### src/sv/assert_macros.svh
// Assertion helpers shared by the RTL.
`ifndef ASSERT_MACROS_SVH
`define ASSERT_MACROS_SVH

`ifndef SYNTHESIS

// Check a property on every rising clock edge outside reset.
`define ASSERT_CLK(name, prop) \
  name: assert property (@(posedge clk_i) disable iff (!rst_ni) (prop)) \
    else $error("assertion failed");

// Check that a condition never holds outside reset.
`define ASSERT_NEVER(name, cond) \
  `ASSERT_CLK(name, !(cond))

`else

`define ASSERT_CLK(name, prop)
`define ASSERT_NEVER(name, cond)

`endif

`endif

### src/sv/ps2mct_pkg.sv
`timescale 1ns / 1ps

package ps2mct_pkg;

  // Header byte bit positions
  localparam int unsigned HdrLeftBit  = 0;
  localparam int unsigned HdrSyncBit  = 3;
  localparam int unsigned HdrXSignBit = 4;
  localparam int unsigned HdrYSignBit = 5;
  localparam int unsigned HdrXOvfBit  = 6;
  localparam int unsigned HdrYOvfBit  = 7;

  // Movement arithmetic
  localparam logic [9:0]  OvfExtra  = 10'd255;
  localparam logic [8:0]  NegBase   = 9'd256;

  // Configuration registers
  localparam int unsigned CfgIdxW   = 1;
  localparam int unsigned CfgDataW  = 12;
  localparam logic [CfgIdxW-1:0] CfgMaxX = 1'b0;
  localparam logic [CfgIdxW-1:0] CfgMaxY = 1'b1;
  localparam logic [11:0] MaxXReset = 12'd320;
  localparam logic [11:0] MaxYReset = 12'd200;

  // Output bus width, result padded to whole bytes
  localparam int unsigned ResW      = 43;
  localparam int unsigned OutDataW  = 48;

  // One assembled packet: header, X delta, Y delta
  typedef struct packed {
    logic [7:0] hdr;
    logic [7:0] xd;
    logic [7:0] yd;
  } pkt_t;

  // Queue status seen by the front and the back
  typedef struct packed {
    logic full;
    logic valid;
  } q_status_t;

  // One result item, last field in the lowest bits
  typedef struct packed {
    logic [8:0]  speed_y;
    logic [8:0]  speed_x;
    logic [11:0] cursor_y;
    logic [11:0] cursor_x;
    logic        left_button;
  } res_t;

endpackage

### src/sv/ps2mct_front.sv
`timescale 1ns / 1ps

module ps2mct_front (
  input  logic                clk_i,
  input  logic                rst_ni,
  input  logic                s_tvalid_i,
  input  logic [7:0]          s_tdata_i,
  output logic                s_tready_o,
  input  ps2mct_pkg::q_status_t q_status_i,
  output logic                push_o,
  output ps2mct_pkg::pkt_t    pkt_o
);

  localparam logic [1:0] PhHdr = 2'd0;
  localparam logic [1:0] PhX   = 2'd1;
  localparam logic [1:0] PhY   = 2'd2;

  logic [1:0] phase_q, phase_d;
  logic [7:0] hdr_q, hdr_d;
  logic [7:0] xd_q, xd_d;
  logic       accept;

  // Stall only when the closing byte has nowhere to go
  assign s_tready_o = !((phase_q == PhY) && q_status_i.full);
  assign accept     = s_tvalid_i && s_tready_o;

  // Advance through header, X and Y slots; drop unsynced headers
  always_comb begin
    phase_d = phase_q;
    hdr_d   = hdr_q;
    xd_d    = xd_q;
    push_o  = 1'b0;
    if (accept) begin
      unique case (phase_q)
        PhX: begin
          xd_d    = s_tdata_i;
          phase_d = PhY;
        end
        PhY: begin
          push_o  = 1'b1;
          phase_d = PhHdr;
        end
        default: begin
          if (s_tdata_i[ps2mct_pkg::HdrSyncBit]) begin
            hdr_d   = s_tdata_i;
            phase_d = PhX;
          end else begin
            phase_d = PhHdr;
          end
        end
      endcase
    end
  end

  always_ff @(posedge clk_i or negedge rst_ni) begin
    if (!rst_ni) begin
      phase_q <= PhHdr;
    end else begin
      phase_q <= phase_d;
    end
  end

  // Hold header and X delta until the packet closes
  always_ff @(posedge clk_i) begin
    hdr_q <= hdr_d;
    xd_q  <= xd_d;
  end

  assign pkt_o.hdr = hdr_q;
  assign pkt_o.xd  = xd_q;
  assign pkt_o.yd  = s_tdata_i;

endmodule

### src/sv/ps2mct_queue.sv
`timescale 1ns / 1ps

module ps2mct_queue #(
  parameter int unsigned DEPTH = 2
) (
  input  logic                  clk_i,
  input  logic                  rst_ni,
  input  logic                  push_i,
  input  ps2mct_pkg::pkt_t      pkt_i,
  input  logic                  pop_i,
  output ps2mct_pkg::pkt_t      pkt_o,
  output ps2mct_pkg::q_status_t status_o
);

  localparam int unsigned AW = (DEPTH > 1) ? $clog2(DEPTH) : 1;
  localparam int unsigned CW = $clog2(DEPTH + 1);

  ps2mct_pkg::pkt_t slot_q [DEPTH];
  logic [AW-1:0] wr_ptr_q, wr_ptr_d;
  logic [AW-1:0] rd_ptr_q, rd_ptr_d;
  logic [CW-1:0] count_q, count_d;

  // Advance pointers with wrap at the queue depth
  always_comb begin
    wr_ptr_d = wr_ptr_q;
    rd_ptr_d = rd_ptr_q;
    count_d  = count_q;
    if (push_i) begin
      wr_ptr_d = (wr_ptr_q == AW'(DEPTH - 1)) ? '0 : wr_ptr_q + AW'(1);
    end
    if (pop_i) begin
      rd_ptr_d = (rd_ptr_q == AW'(DEPTH - 1)) ? '0 : rd_ptr_q + AW'(1);
    end
    if (push_i && !pop_i) begin
      count_d = count_q + CW'(1);
    end else if (pop_i && !push_i) begin
      count_d = count_q - CW'(1);
    end
  end

  always_ff @(posedge clk_i or negedge rst_ni) begin
    if (!rst_ni) begin
      wr_ptr_q <= '0;
      rd_ptr_q <= '0;
      count_q  <= '0;
    end else begin
      wr_ptr_q <= wr_ptr_d;
      rd_ptr_q <= rd_ptr_d;
      count_q  <= count_d;
    end
  end

  // Store incoming packets
  always_ff @(posedge clk_i) begin
    if (push_i) begin
      slot_q[wr_ptr_q] <= pkt_i;
    end
  end

  assign pkt_o          = slot_q[rd_ptr_q];
  assign status_o.full  = (count_q == CW'(DEPTH));
  assign status_o.valid = (count_q != '0);

endmodule

### src/sv/ps2mct_back.sv
`timescale 1ns / 1ps

module ps2mct_back (
  input  logic                  clk_i,
  input  logic                  rst_ni,
  input  ps2mct_pkg::q_status_t q_status_i,
  input  ps2mct_pkg::pkt_t      pkt_i,
  output logic                  pop_o,
  input  logic [11:0]           max_x_i,
  input  logic [11:0]           max_y_i,
  output logic                  m_tvalid_o,
  input  logic                  m_tready_i,
  output ps2mct_pkg::res_t      res_o
);

  // Move one axis by a magnitude plus optional overflow extra
  function automatic logic [13:0] axis_step(input logic [11:0] pos, input logic [8:0] mag,
                                            input logic ovf, input logic up);
    logic [9:0] ext;
    ext = {1'b0, mag} + (ovf ? ps2mct_pkg::OvfExtra : 10'd0);
    return up ? ({2'b00, pos} + {4'b0000, ext}) : ({2'b00, pos} - {4'b0000, ext});
  endfunction

  // Clamp a signed 14-bit position to 0..limit
  function automatic logic [11:0] clamp_axis(input logic [13:0] v, input logic [11:0] limit);
    logic [11:0] r;
    if (v[13]) begin
      r = '0;
    end else if (v[12:0] > {1'b0, limit}) begin
      r = limit;
    end else begin
      r = v[11:0];
    end
    return r;
  endfunction

  logic [11:0]      pos_x_q, pos_x_d;
  logic [11:0]      pos_y_q, pos_y_d;
  logic             valid_q;
  ps2mct_pkg::res_t res_q, res_d;
  logic [8:0]       mag_x, mag_y;
  logic             sx, sy;

  // Take a packet when the output register is free or draining
  assign pop_o = q_status_i.valid && (!valid_q || m_tready_i);

  assign sx    = pkt_i.hdr[ps2mct_pkg::HdrXSignBit];
  assign sy    = pkt_i.hdr[ps2mct_pkg::HdrYSignBit];
  assign mag_x = sx ? (ps2mct_pkg::NegBase - {1'b0, pkt_i.xd}) : {1'b0, pkt_i.xd};
  assign mag_y = sy ? (ps2mct_pkg::NegBase - {1'b0, pkt_i.yd}) : {1'b0, pkt_i.yd};

  // Apply deltas; Y grows downward
  always_comb begin
    pos_x_d = clamp_axis(axis_step(pos_x_q, mag_x, pkt_i.hdr[ps2mct_pkg::HdrXOvfBit], !sx),
                         max_x_i);
    pos_y_d = clamp_axis(axis_step(pos_y_q, mag_y, pkt_i.hdr[ps2mct_pkg::HdrYOvfBit], sy),
                         max_y_i);
    res_d.left_button = pkt_i.hdr[ps2mct_pkg::HdrLeftBit];
    res_d.cursor_x    = pos_x_d;
    res_d.cursor_y    = pos_y_d;
    res_d.speed_x     = mag_x;
    res_d.speed_y     = mag_y;
  end

  always_ff @(posedge clk_i or negedge rst_ni) begin
    if (!rst_ni) begin
      pos_x_q <= '0;
      pos_y_q <= '0;
      valid_q <= 1'b0;
    end else begin
      if (pop_o) begin
        pos_x_q <= pos_x_d;
        pos_y_q <= pos_y_d;
        valid_q <= 1'b1;
      end else if (m_tready_i) begin
        valid_q <= 1'b0;
      end
    end
  end

  // Hold the result until taken
  always_ff @(posedge clk_i) begin
    if (pop_o) begin
      res_q <= res_d;
    end
  end

  assign m_tvalid_o = valid_q;
  assign res_o      = res_q;

endmodule

### src/sv/ps2_mouse_cursor_tracker_top.sv
`timescale 1ns / 1ps
// Channel   Direction  Payload
// s_axis    in         tdata[7:0] data_byte
// m_axis    out        tdata[47:0] left_button, cursor_x, cursor_y, speed_x, speed_y
// cfg       in         cfg_idx_i 0 max_x, 1 max_y; cfg_wdata_i[11:0]
//
// One byte is taken every cycle unless the closing byte of a packet waits on a full queue;
// a packet passes from the front stage through the queue to the back stage with its output register.
// The back updates the cursor once per cycle while its output register is free or draining, one add and clamp per axis.
// Reset clears the packet phase, the cursor to 0,0 and the limits to 320 and 200.
// A stalled output fills the queue; only the closing byte of a packet then waits.

`include "assert_macros.svh"

module ps2_mouse_cursor_tracker_top #(
  parameter int unsigned QUEUE_DEPTH = 2
) (
  input  logic                               clk_i,
  input  logic                               rst_ni,
  input  logic                               s_axis_tvalid_i,
  output logic                               s_axis_tready_o,
  input  logic [7:0]                         s_axis_tdata_i,   // [7:0] data_byte
  output logic                               m_axis_tvalid_o,
  input  logic                               m_axis_tready_i,
  // [0] left_button, [12:1] cursor_x, [24:13] cursor_y, [33:25] speed_x,
  // [42:34] speed_y, [47:43] zero
  output logic [ps2mct_pkg::OutDataW-1:0]    m_axis_tdata_o,
  input  logic                               cfg_we_i,
  input  logic [ps2mct_pkg::CfgIdxW-1:0]     cfg_idx_i,
  input  logic [ps2mct_pkg::CfgDataW-1:0]    cfg_wdata_i
);

  logic [11:0]           max_x_q;
  logic [11:0]           max_y_q;
  logic                  push;
  logic                  pop;
  ps2mct_pkg::pkt_t      pkt_in;
  ps2mct_pkg::pkt_t      pkt_out;
  ps2mct_pkg::q_status_t q_status;
  ps2mct_pkg::res_t      res;

  // Write limit registers
  always_ff @(posedge clk_i or negedge rst_ni) begin
    if (!rst_ni) begin
      max_x_q <= ps2mct_pkg::MaxXReset;
      max_y_q <= ps2mct_pkg::MaxYReset;
    end else if (cfg_we_i) begin
      case (cfg_idx_i)
        ps2mct_pkg::CfgMaxX: max_x_q <= cfg_wdata_i;
        ps2mct_pkg::CfgMaxY: max_y_q <= cfg_wdata_i;
        default: ;
      endcase
    end
  end

  ps2mct_front u_front (
    .clk_i      (clk_i),
    .rst_ni     (rst_ni),
    .s_tvalid_i (s_axis_tvalid_i),
    .s_tdata_i  (s_axis_tdata_i),
    .s_tready_o (s_axis_tready_o),
    .q_status_i (q_status),
    .push_o     (push),
    .pkt_o      (pkt_in)
  );

  ps2mct_queue #(
    .DEPTH (QUEUE_DEPTH)
  ) u_queue (
    .clk_i    (clk_i),
    .rst_ni   (rst_ni),
    .push_i   (push),
    .pkt_i    (pkt_in),
    .pop_i    (pop),
    .pkt_o    (pkt_out),
    .status_o (q_status)
  );

  ps2mct_back u_back (
    .clk_i      (clk_i),
    .rst_ni     (rst_ni),
    .q_status_i (q_status),
    .pkt_i      (pkt_out),
    .pop_o      (pop),
    .max_x_i    (max_x_q),
    .max_y_i    (max_y_q),
    .m_tvalid_o (m_axis_tvalid_o),
    .m_tready_i (m_axis_tready_i),
    .res_o      (res)
  );

  assign m_axis_tdata_o = {(ps2mct_pkg::OutDataW - ps2mct_pkg::ResW)'(0), res};

  `ASSERT_NEVER(a_push_into_full, push && q_status.full)
  `ASSERT_CLK(a_pop_needs_data, pop |-> q_status.valid)
  `ASSERT_CLK(a_result_from_pop, $rose(m_axis_tvalid_o) |-> $past(pop))

endmodule

### config.mk
export PLATFORM = sky130hd
export DESIGN_NAME = ps2_mouse_cursor_tracker_top
export DESIGN_NICKNAME = d
export VERILOG_FILES = /design/src/sv/ps2mct_pkg.sv /design/src/sv/ps2mct_front.sv /design/src/sv/ps2mct_queue.sv /design/src/sv/ps2mct_back.sv /design/src/sv/ps2_mouse_cursor_tracker_top.sv
export VERILOG_INCLUDE_DIRS = /design/src /design/src/sv
export SDC_FILE = /design/constraint.sdc
export NUM_CORES = 1
export LEC_CHECK = 0
export BUFFER_PORTS_ARGS = -buffer_cell sky130_fd_sc_hd__buf_2
export CAP_MARGIN = 40
export CORE_ASPECT_RATIO = 0.75
export CORE_MARGIN = 2
export CORE_UTILIZATION = 55
export CTS_CLUSTER_SIZE = 12
export DETAILED_ROUTE_END_ITERATION = 6
export GPL_TIMING_DRIVEN = 0
export PLACE_DENSITY = 0.77
export SYNTH_ARGS = -nofsm -noshare
export SYNTH_HDL_FRONTEND = slang
export SYNTH_SLANG_ARGS = --single-unit
### constraint.sdc
create_clock -name clk_i -period 6.1 [get_ports clk_i]
set_input_delay 1.22 -clock clk_i [delete_from_list [all_inputs] [get_ports clk_i]]
set_output_delay 1.22 -clock clk_i [all_outputs]
set_load 0.02 [all_outputs]
# Word-level counts from Yosys, hierarchy flattened

Memory sizes are Yosys's and may differ from the RTL's.
Cells that the tools add are included.

Bitwise gates (word level): 2
Add/sub/neg operators: 12
Magnitude comparators: 2
Mux-type cells: 22
Reductions and logical operators: 18
Eq/ne operators: 3

Operators with widths:

| cell                                                               | number |
|---|---|
| 12-bit 2-to-1 mux                                                  | 4 |
| 14-bit 2-to-1 mux                                                  | 2 |
| 12-bit by 10-bit adder with 13-bit output                          | 2 |
| 13-bit by 12-bit greater-than comparator with 1-bit output         | 2 |
| 12-bit by 10-bit subtractor with 13-bit output                     | 2 |
| 9-bit by 10-bit adder with 10-bit output                           | 2 |
| 9-bit 2-to-1 mux                                                   | 2 |
| 9-bit by 8-bit subtractor with 9-bit output, first input constant  | 2 |
| 8-bit 2-to-1 mux                                                   | 2 |
| 1-bit 2-to-1 mux                                                   | 9 |
| 2-bit AND reduction                                                | 3 |
| 2-bit nonzero test                                                 | 3 |
| 1-bit logical AND                                                  | 5 |
| 2-bit == test, second input constant                               | 2 |
| 1-bit zero test                                                    | 4 |
| 2-bit 2-to-1 mux                                                   | 2 |
| 2-bit case mux with 2 select lines                                 | 1 |
| 3-bit AND reduction                                                | 1 |
| 1-bit adder, second input constant                                 | 2 |
| 2-bit by 1-bit adder with 2-bit output, second input constant      | 1 |
| 2-bit by 1-bit == test with 1-bit output, second input constant    | 1 |
| 1-bit inverter                                                     | 2 |
| 2-bit OR reduction                                                 | 1 |
| 2-bit by 1-bit subtractor with 2-bit output, second input constant | 1 |
| 1-bit logical OR                                                   | 1 |

Flip-flop bits (word level): 113
Memories kept: 1
Logic and storage cells: 76
Input port bits: 26
RAM bits: 46

Memory list:

| memory         | depth | bits a word | rd ports | clocked after memory_dff | write ports | line               | text |
|---|---|---|---|---|---|---|---|
| u_queue.slot_q | 2     | 23          | 1        | 0                        | 1           | ps2mct_queue.sv:18 | `ps2mct_pkg::pkt_t slot_q [DEPTH];` |

# Longest topological paths before layout

Gate-level depths: netlist (run 1).

Depth after elaboration: 9
Mapped depth: 34
Mapped depth without buffers: 27

# By module

Synthesis (run 1) repeated with hierarchy kept, for this count alone.

Cell total of the unflattened synthesis: 892
Area total of the unflattened synthesis: 10105.9 sq um

By module, submodules not included:

| module                       | times used | cells an instance | area each (sq um) |
|---|---|---|---|
| ps2mct_back                  | 1          | 704               | 6408.6 |
| ps2mct_queue                 | 1          | 91                | 2023.2 |
| ps2_mouse_cursor_tracker_top | 1          | 58                | 1001.0 |
| ps2mct_front                 | 1          | 39                | 673.1 |

# Least setup slack after synthesis (run 1)

OpenSTA, ideal clock, no wires.

Kind: flip-flop to flip-flop
Start point: register u_queue.rd_ptr_q
End point: register u_back.res_q, in the netlist u_back.res_o[2] (data pin)
Setup time: 266 ps
Path slack: -608 ps
Stages on the path, launching flop included: 31
Data required time: 5834 ps
Arrival time: 6442 ps
Cell sequence: dfrtp_1 -> buf_4 -> buf_4 -> buf_4 -> buf_2 -> buf_1 -> mux2i_1 -> ha_1 -> and3b_1 -> nor3_1 -> o21ai_1 -> or4_1 -> o2111a_2 -> a21oi_4 -> mux2i_1 -> or2_1 -> ha_1 -> clkbuf_1 -> inv_1 -> a21o_1 -> a2111oi_0 -> a31oi_1 -> o21ai_0 -> xor2_1 -> ha_1 -> a21o_1 -> a2111oi_0 -> o32ai_1 -> buf_4 -> mux2i_1 -> nor2_1

Cells in the longest elaborated chain, start to end: 9
Elaborated cells between the ends (all ways): 11

RTL lines:

| what                                                                                                        | line               | text |
|---|---|---|
| start, declared                                                                                             | ps2mct_queue.sv:20 | `logic [AW-1:0] rd_ptr_q, rd_ptr_d;` |
| start signal, assigned                                                                                      | ps2mct_queue.sv:48 | `rd_ptr_q <= rd_ptr_d;` |
| memory read 2 x 23 bit *                                                                                    | -                  |  |
| 9-bit by 8-bit subtractor with 9-bit output                                                                 | ps2mct_back.sv:49  | `assign mag_x = sx ? (ps2mct_pkg::NegBase - {1'b0, pkt_i.xd}) : {1'b0, pkt_i.xd};` |
| 9-bit 2-to-1 mux                                                                                            | ps2mct_back.sv:49  |  |
| 9-bit by 10-bit adder with 10-bit output                                                                    | ps2mct_back.sv:20  | `ext = {1'b0, mag} + (ovf ? ps2mct_pkg::OvfExtra : 10'd0);` |
| 12-bit by 10-bit adder with 13-bit output or 12-bit by 10-bit subtractor with 13-bit output (tied branches) | ps2mct_back.sv:21  | `return up ? ({2'b00, pos} + {4'b0000, ext}) : ({2'b00, pos} - {4'b0000, ext});` |
| 14-bit 2-to-1 mux *                                                                                         | ps2mct_back.sv:21  |  |
| 13-bit by 12-bit greater-than comparator with 1-bit output                                                  | ps2mct_back.sv:29  | `end else if (v[12:0] > {1'b0, limit}) begin` |
| 12-bit 2-to-1 mux                                                                                           | ps2mct_back.sv:29  |  |
| 12-bit 2-to-1 mux *                                                                                         | ps2mct_back.sv:27  | `if (v[13]) begin` |
| named net u_back.pos_x_d[1]                                                                                 | ps2mct_back.sv:37  | `logic [11:0] pos_x_q, pos_x_d;` |
| end signal, assigned                                                                                        | ps2mct_back.sv:84  | `res_q <= res_d;` |
| end, declared                                                                                               | ps2mct_back.sv:40  | `ps2mct_pkg::res_t res_q, res_d;` |

Mark *: on every way through the listed nets, which the timed path passes. The rest lies on a longest branch.
A chain may end at the register's enable or synchronous reset.

# Worst setup path in the final report (run 1)

Start point: register u_queue.rd_ptr_q
End point: register u_back.res_q, in the netlist u_back.res_o[14] (data pin)

Cells in the longest elaborated chain, start to end: 9
Elaborated cells between the ends (all ways): 11

RTL lines:

| what                                                                                                        | line              | text |
|---|---|---|
| memory read 2 x 23 bit *                                                                                    | -                 |  |
| 9-bit by 8-bit subtractor with 9-bit output                                                                 | ps2mct_back.sv:50 | `assign mag_y = sy ? (ps2mct_pkg::NegBase - {1'b0, pkt_i.yd}) : {1'b0, pkt_i.yd};` |
| 9-bit 2-to-1 mux                                                                                            | ps2mct_back.sv:50 |  |
| 9-bit by 10-bit adder with 10-bit output                                                                    | ps2mct_back.sv:20 |  |
| 12-bit by 10-bit subtractor with 13-bit output or 12-bit by 10-bit adder with 13-bit output (tied branches) | ps2mct_back.sv:21 |  |
| 14-bit 2-to-1 mux *                                                                                         | ps2mct_back.sv:21 |  |
| 13-bit by 12-bit greater-than comparator with 1-bit output                                                  | ps2mct_back.sv:29 |  |
| 12-bit 2-to-1 mux                                                                                           | ps2mct_back.sv:29 |  |
| 12-bit 2-to-1 mux *                                                                                         | ps2mct_back.sv:27 |  |
| named net u_back.pos_y_d[1]                                                                                 | ps2mct_back.sv:38 | `logic [11:0] pos_y_q, pos_y_d;` |

Marks and branches as above.

==> results of run 1 <==
through the flow:
| step | instances | instance area [µm²] | util (%) | hold slack, ps |
|---|---|---|---|---|
| 2_1_floorplan | 960 | 9860 | - | 421 |
| 3_3_place_gp | 1272 | 10500 | 60.1 | 427 |
| 3_5_place_dp | 1276 | 10600 | 60.5 | 436 |
| 4_1_cts | 1339 | 12000 | 68.4 | 451 |
| 5_1_grt | 1371 | 12900 | 73.4 | 465 |
| 6_report | 1371 | 12900 | 73.4 | 450 |
flip-flops by register name, indices dropped and copies added, names as in the netlist:
name               count
u_queue.slot_q        42
u_queue.count_q        2
u_queue.wr_ptr_q       1
u_front.hdr_q          5
u_back.res_o          43
u_front.xd_q           8
max_x_q               12
u_front.phase_q        2
u_back.pos_y_q        12
max_y_q               12
u_queue.rd_ptr_q       1
u_back.m_tvalid_o      1
u_back.pos_x_q        12
cells in the final DEF (no fill, tap or decap), types with 7 or more instances in the layout:
cell type / netlist / routed
nor2b_1: 14 / 12
nand4_1: 7 / 7
buf_4: 10 / 71
ha_1: 93 / 68
clkbuf_1: 19 / 15
nor3_1: 20 / 15
nor2_1: 89 / 78
mux2i_4: 0 / 13
nand2_1: 74 / 72
mux2_2: 18 / 15
edfxtp_1: 98 / 98
ha_4: 0 / 16
o21ai_1: 5 / 18
buf_2: 5 / 70
xor2_1: 24 / 18
nand2b_1: 14 / 13
dfrtp_1: 50 / 49
inv_1: 69 / 65
mux2i_1: 30 / 15
clkbuf_16: 0 / 19
o21ai_0: 67 / 47
a21oi_1: 46 / 23
ha_2: 0 / 9
xnor2_1: 38 / 26
o31ai_2: 0 / 7
nand3_1: 15 / 13
a21oi_2: 0 / 19
xnor2_2: 0 / 11
what timing repair did:
item / in CTS / in global routing
cloned: 2 / 1
endpoints found under the hold margin: 0 / 0
hold buffers: 0 / 0
buffers inserted: 34 / 33
endpoints found under the setup margin: 48 / 48
pin swaps: 57 / 98
resized for setup: 127 / 125
metal layers:
| metal | track usage (%) | vias up |
|---|---|---|
| met5 | 0 | - |
| met2 | 41.0 | 409 |
| met4 | 7.10 | 0 |
| met1 | 39.0 | 3973 |
| met3 | 5.39 | 94 |
| li1 | - | 3737 |
cell families (layout without fill, tap and decap cells):
group	Yosys count	count (layout)	synth area share (%)
simple gates	277	277	13.4
compound gates	210	210	13.7
flops	153	153	44.3
buf+inv	105	274	4.49
fa+ha+maj	99	99	13.2
xor+xnor	62	62	5.56
mux	49	49	5.29
other cells	1	5	0.0384
how the worst min path moves through the flow:
stage	start	end	slack [ps]
after floorplan	u_front.xd_q[2]$_DFFE_PP_	u_queue.slot_q[0][10]$_DFFE_PP_	420
after global routing	u_front.xd_q[4]$_DFFE_PP_	u_queue.slot_q[0][12]$_DFFE_PP_	460
after detailed placement	u_front.xd_q[4]$_DFFE_PP_	u_queue.slot_q[1][12]$_DFFE_PP_	440
after CTS	u_front.xd_q[4]$_DFFE_PP_	u_queue.slot_q[1][12]$_DFFE_PP_	450
after global placement	u_front.xd_q[2]$_DFFE_PP_	u_queue.slot_q[0][10]$_DFFE_PP_	430
final	u_front.xd_q[4]$_DFFE_PP_	u_queue.slot_q[0][12]$_DFFE_PP_	450
area by class of cell:
class                   instances  area, µm²
plain buffers                  29        238
clock buffers                  20        447
clock inverters                12       92.6
fillers                      1131       4650
inverters                      70        263
multi-input cells             702       6190
flip-flops and latches        153       4330
well taps                     242        303
repair buffers                143        992
==> run metrics, run 1 <==
status=finished with violations; failing checks=setup timing; cell taking the most area after synthesis=edfxtp_1; dpl hpwl=17100 µm; CTS buffer count=17; crit path DAT=6690 ps; layout cells sized above 1=33.7%; register area share after synthesis=44.3%; min cycle time layout=6530 ps; Die Y=119 µm; nets=1241; CP Capture Point=u_back.res_o[14]$_DFFE_PP_; I/O Pins=76; top-count cell post-synth=edfxtp_1; Clk pin slew, worst setup/hold paths=60 ps; starting density of the core=55.8%; port bufs=70; GP Congestion=0.919; first-pass GRT wire length=38900 µm; Post-route DRC=0; worst skew pair latency=430 ps; final setup vio count=48; Final Hold Vio Count=0; CTS tree=built; largest net degree at the start of global routing=33; vias=8213; Startpoint Class=register; cell repeated most along the worst path=buf_12; vias in the first global route=7499; Post-Route M1 WL=11700 µm; gr ovfl total=0; Final Slew Violations=0; CP Depth=31; CP max-delay cell=or4_4; WP data required=6260 ps; number of diodes=0; die area=18800 µm²; Yosys cell types=71; reg2reg start=u_queue.rd_ptr_q$_DFFE_PN0P_; cell row count=42; initial detailed-routing violation count=879; crit path buf inv count=7; 1st-pass router iterations=5; Post-synth EDFFs=98; #FFs+latches synth=153; ys flop type=edfxtp_1; fraction of registers with async set/reset=35.9%; width of the die=158 µm; CP peak stage delay=570 ps; post-DR wirelength/cell=19.8 µm; dpl ws=-1350 ps; worst-case clock buffer depth=2; Fmax achieved=153 MHz; CP Max Fanout=5; RSZ-0062 raised after global routing=yes; clk_skew=10.4 ps; synth top area cells=edfxtp_1, dfrtp_1, ha_1; core area=17500 µm²; Reg2Reg Depth=31; Slew headroom=40.2%; Post-Route WL=27200 µm; critical path capture point type=register; Total Routing Usage GR=26.8%; initial antenna violation count=0; Layout area overhead=31.7%; WS Path Type=register to register; gate count after technology mapping=956; Root Driver=clkbuf_16; Sink Count=153; H-tree levels=4; CP delay by family, top=compound AO/OA/AOI/OAI gates; Synth Warn #=0; Fin Setup TNS=-12510 ps; post-route ant nets=0; Worst R2R End=u_back.res_o[14]$_DFFE_PP_; drt via density=5.99; fin crit share=107%; Worst R2R Setup Slack=-430 ps; met2 wire len=12700 µm; post-synthesis cell area=9760 µm²; Setup crit start=u_queue.rd_ptr_q$_DFFE_PN0P_; met3 wire length=2010 µm; highest routed layer=met4; top-area cell type share of the netlist area=30.2%; Mean Syn Cell Area=10.2 µm²; WHS Path Cells=0; Setup WS post-layout=-428 ps; MaxCap Viol Count=0; Hold Crit Class=register to register; most frequent cells after synthesis=edfxtp_1, ha_1, nor2_1, nand2_1, inv_1; Slew @ Worst Pin=890 ps
Power of run 1 is left out: the tool's default activity adds up to more than one toggle a clock period on the data nets, which glitch-free logic cannot reach.
==> run 2, diff against run 1 <==
--- a/config.mk
+++ b/config.mk
@@ -9,7 +9,6 @@
 export BUFFER_PORTS_ARGS = -buffer_cell sky130_fd_sc_hd__buf_2
 export CAP_MARGIN = 40
 export CORE_ASPECT_RATIO = 0.75
-export CORE_MARGIN = 2
 export CORE_UTILIZATION = 55
 export CTS_CLUSTER_SIZE = 12
 export DETAILED_ROUTE_END_ITERATION = 6
==> run 2 against run 1 <==
The run still ends with setup timing left. Die area fell by 2.9%. Register-to-register slack improved by 40 ps. Sequential share of layout area fell by 1.4 points. Setup slack improved by 36 ps.
==> run metrics, run 2 (synthesized netlist as in run 1, its figures left out) <==
met3 wire length=2560 µm (was 2010 µm); die area=18300 µm² (was 18800 µm²); RSZ-0062 raised after global routing=yes (unchanged); Hold Crit Class=register to register (unchanged); CTS tree=built (unchanged); post-route ant nets=0 (unchanged); Layout area overhead=37.4% (was 31.7%); status=finished with violations (unchanged); CP max-delay cell=a2111oi_4 (was or4_4); worst-case clock buffer depth=2 (unchanged); initial detailed-routing violation count=837 (was 879); worst skew pair latency=440 ps (was 430 ps); clk_skew=14.7 ps (was 10.4 ps); Root Driver=clkbuf_16 (unchanged); width of the die=156 µm (was 158 µm); highest routed layer=met4 (unchanged); WP data required=6380 ps (was 6260 ps); cell row count=41 (was 42); drt via density=6.08 (was 5.99); dpl hpwl=17300 µm (was 17100 µm); crit path DAT=6770 ps (was 6690 ps); 1st-pass router iterations=5 (unchanged); first-pass GRT wire length=40700 µm (was 38900 µm); critical path capture point type=register (unchanged); Slew @ Worst Pin=742 ps (was 890 ps); Post-route DRC=0 (unchanged); Startpoint Class=register (unchanged); Post-Route WL=29500 µm (was 27200 µm); Post-CTS Hold Fix Bufs=0 (unchanged); I/O Pins=76 (unchanged); CP peak stage delay=460 ps (was 570 ps); Clk pin slew, worst setup/hold paths=70 ps (was 60 ps); Post-Route M1 WL=11700 µm (about the same); met2 wire len=14100 µm (was 12700 µm); Slew headroom=50.2% (was 40.2%); vias in the first global route=7921 (was 7499); post-DR wirelength/cell=20.7 µm (was 19.8 µm); Final Slew Violations=0 (unchanged); max reg flops=43 (unchanged); MaxCap Viol Count=0 (unchanged); Final Hold Vio Count=0 (unchanged); layout cells sized above 1=37.6% (was 33.7%); fill count=953 (was 1131); cell repeated most along the worst path=buf_12 (unchanged); WS Path Type=register to register (unchanged); Sink Count=153 (unchanged); vias=8676 (was 8213); Fin Hold WS=450 ps (about the same); Setup WS post-layout=-392 ps (was -428 ps); core area=17100 µm² (was 17500 µm²); CP delay by family, top=compound AO/OA/AOI/OAI gates (unchanged); gr ovfl total=0 (unchanged); most frequent cells in the layout=buf_4, edfxtp_1, nor2_1, ha_1 (was edfxtp_1, nor2_1, nand2_1); nets=1302 (was 1241); initial antenna violation count=0 (unchanged); CP Max Fanout=7 (was 5); largest net degree at the start of global routing=31 (was 33); most common cell after layout, fill and taps aside=buf_4 (was edfxtp_1); port bufs=70 (unchanged); Fmax achieved=154 MHz (was 153 MHz); register area=4330 µm² (about the same); min cycle time layout=6490 ps (was 6530 ps); Die Y=117 µm (was 119 µm); H-tree levels=4 (unchanged); Total Routing Usage GR=28.8% (was 26.8%); fin crit share=106% (was 107%); crit path buf inv count=9 (was 7); number of diodes=0 (unchanged); starting density of the core=57.1% (was 55.8%); final setup vio count=48 (unchanged); CTS buffer count=17 (unchanged); failing checks=setup timing (unchanged); GP Congestion=0.958 (was 0.919); Multi-input gate area=6310 µm² (was 6190 µm²)
-- run 2: cell count changes in the layout (fill, tap and decap cells not counted), sizes merged --
cell,change
buf,+62
clkbuf,-4
inv,+3
clkinv,+2
clkinvlp,-2
-- run 2: layout make-up --
| class | count | area share [%] |
|---|---|---|
| Buffer | 29 | 1.65 |
| Clock buffer | 17 | 3.17 |
| Clock inverter | 15 | 0.877 |
| Inverter | 70 | 1.96 |
| Multi-Input combinational cell | 702 | 47.0 |
| Sequential cell | 153 | 32.3 |
| Tap cell | 236 | 2.20 |
| Timing Repair Buffer | 204 | 10.8 |
-- run 2: worst paths after layout --
kind | from | to | slack [ps] | cells past startpoint
worst min-delay path | u_front.xd_q[2]$_DFFE_PP_ | u_queue.slot_q[1][10]$_DFFE_PP_ | 450 | 0
worst min register to register | u_front.xd_q[2]$_DFFE_PP_ | u_queue.slot_q[1][10]$_DFFE_PP_ | 450 | 0
min in group asynchronous | rst_ni | u_back.pos_x_q[5]$_DFFE_PN0P_ | 800 | 1
worst max-delay path | u_queue.rd_ptr_q$_DFFE_PN0P_ | u_back.res_o[13]$_DFFE_PP_ | -390 | 31
max in group asynchronous | rst_ni | max_y_q[6]$_DFFE_PN1P_ | 4600 | 2
worst max register to register | u_queue.rd_ptr_q$_DFFE_PN0P_ | u_back.res_o[13]$_DFFE_PP_ | -390 | 31
-- run 2: per-stage QoR --
| stage | std cells | TNS, ps | setup WS [ps] | util, % | area, µm² |
|---|---|---|---|---|---|
| global route | 1426 | -19600 | -507 | 78.5 | 13400 |
| global placement | 1266 | -43850 | -1200 | 61.5 | 10500 |
| CTS | 1378 | 0 | 0.514 | 71.7 | 12200 |
| finish | 1426 | -10370 | -392 | 78.5 | 13400 |
| detailed placement | 1270 | -46890 | -1280 | 61.9 | 10600 |
| floorplan | 960 | 0 | 25.0 | - | 9860 |
-- run 2: timing repair --
action	4_1_cts	5_1_grt
pin swaps	52	66
setup endpoints to repair	48	49
buffers inserted	79	50
cloned	1	2
resized for setup	114	168
-- run 2: layer usage --
metal  up-vias  GRT usage (%)
li1       3865              -
met1      4201           40.6
met2       502           44.2
met3       108           5.03
met4         0           11.1
met5         -              0
Power of run 2 is left out for the same reason.
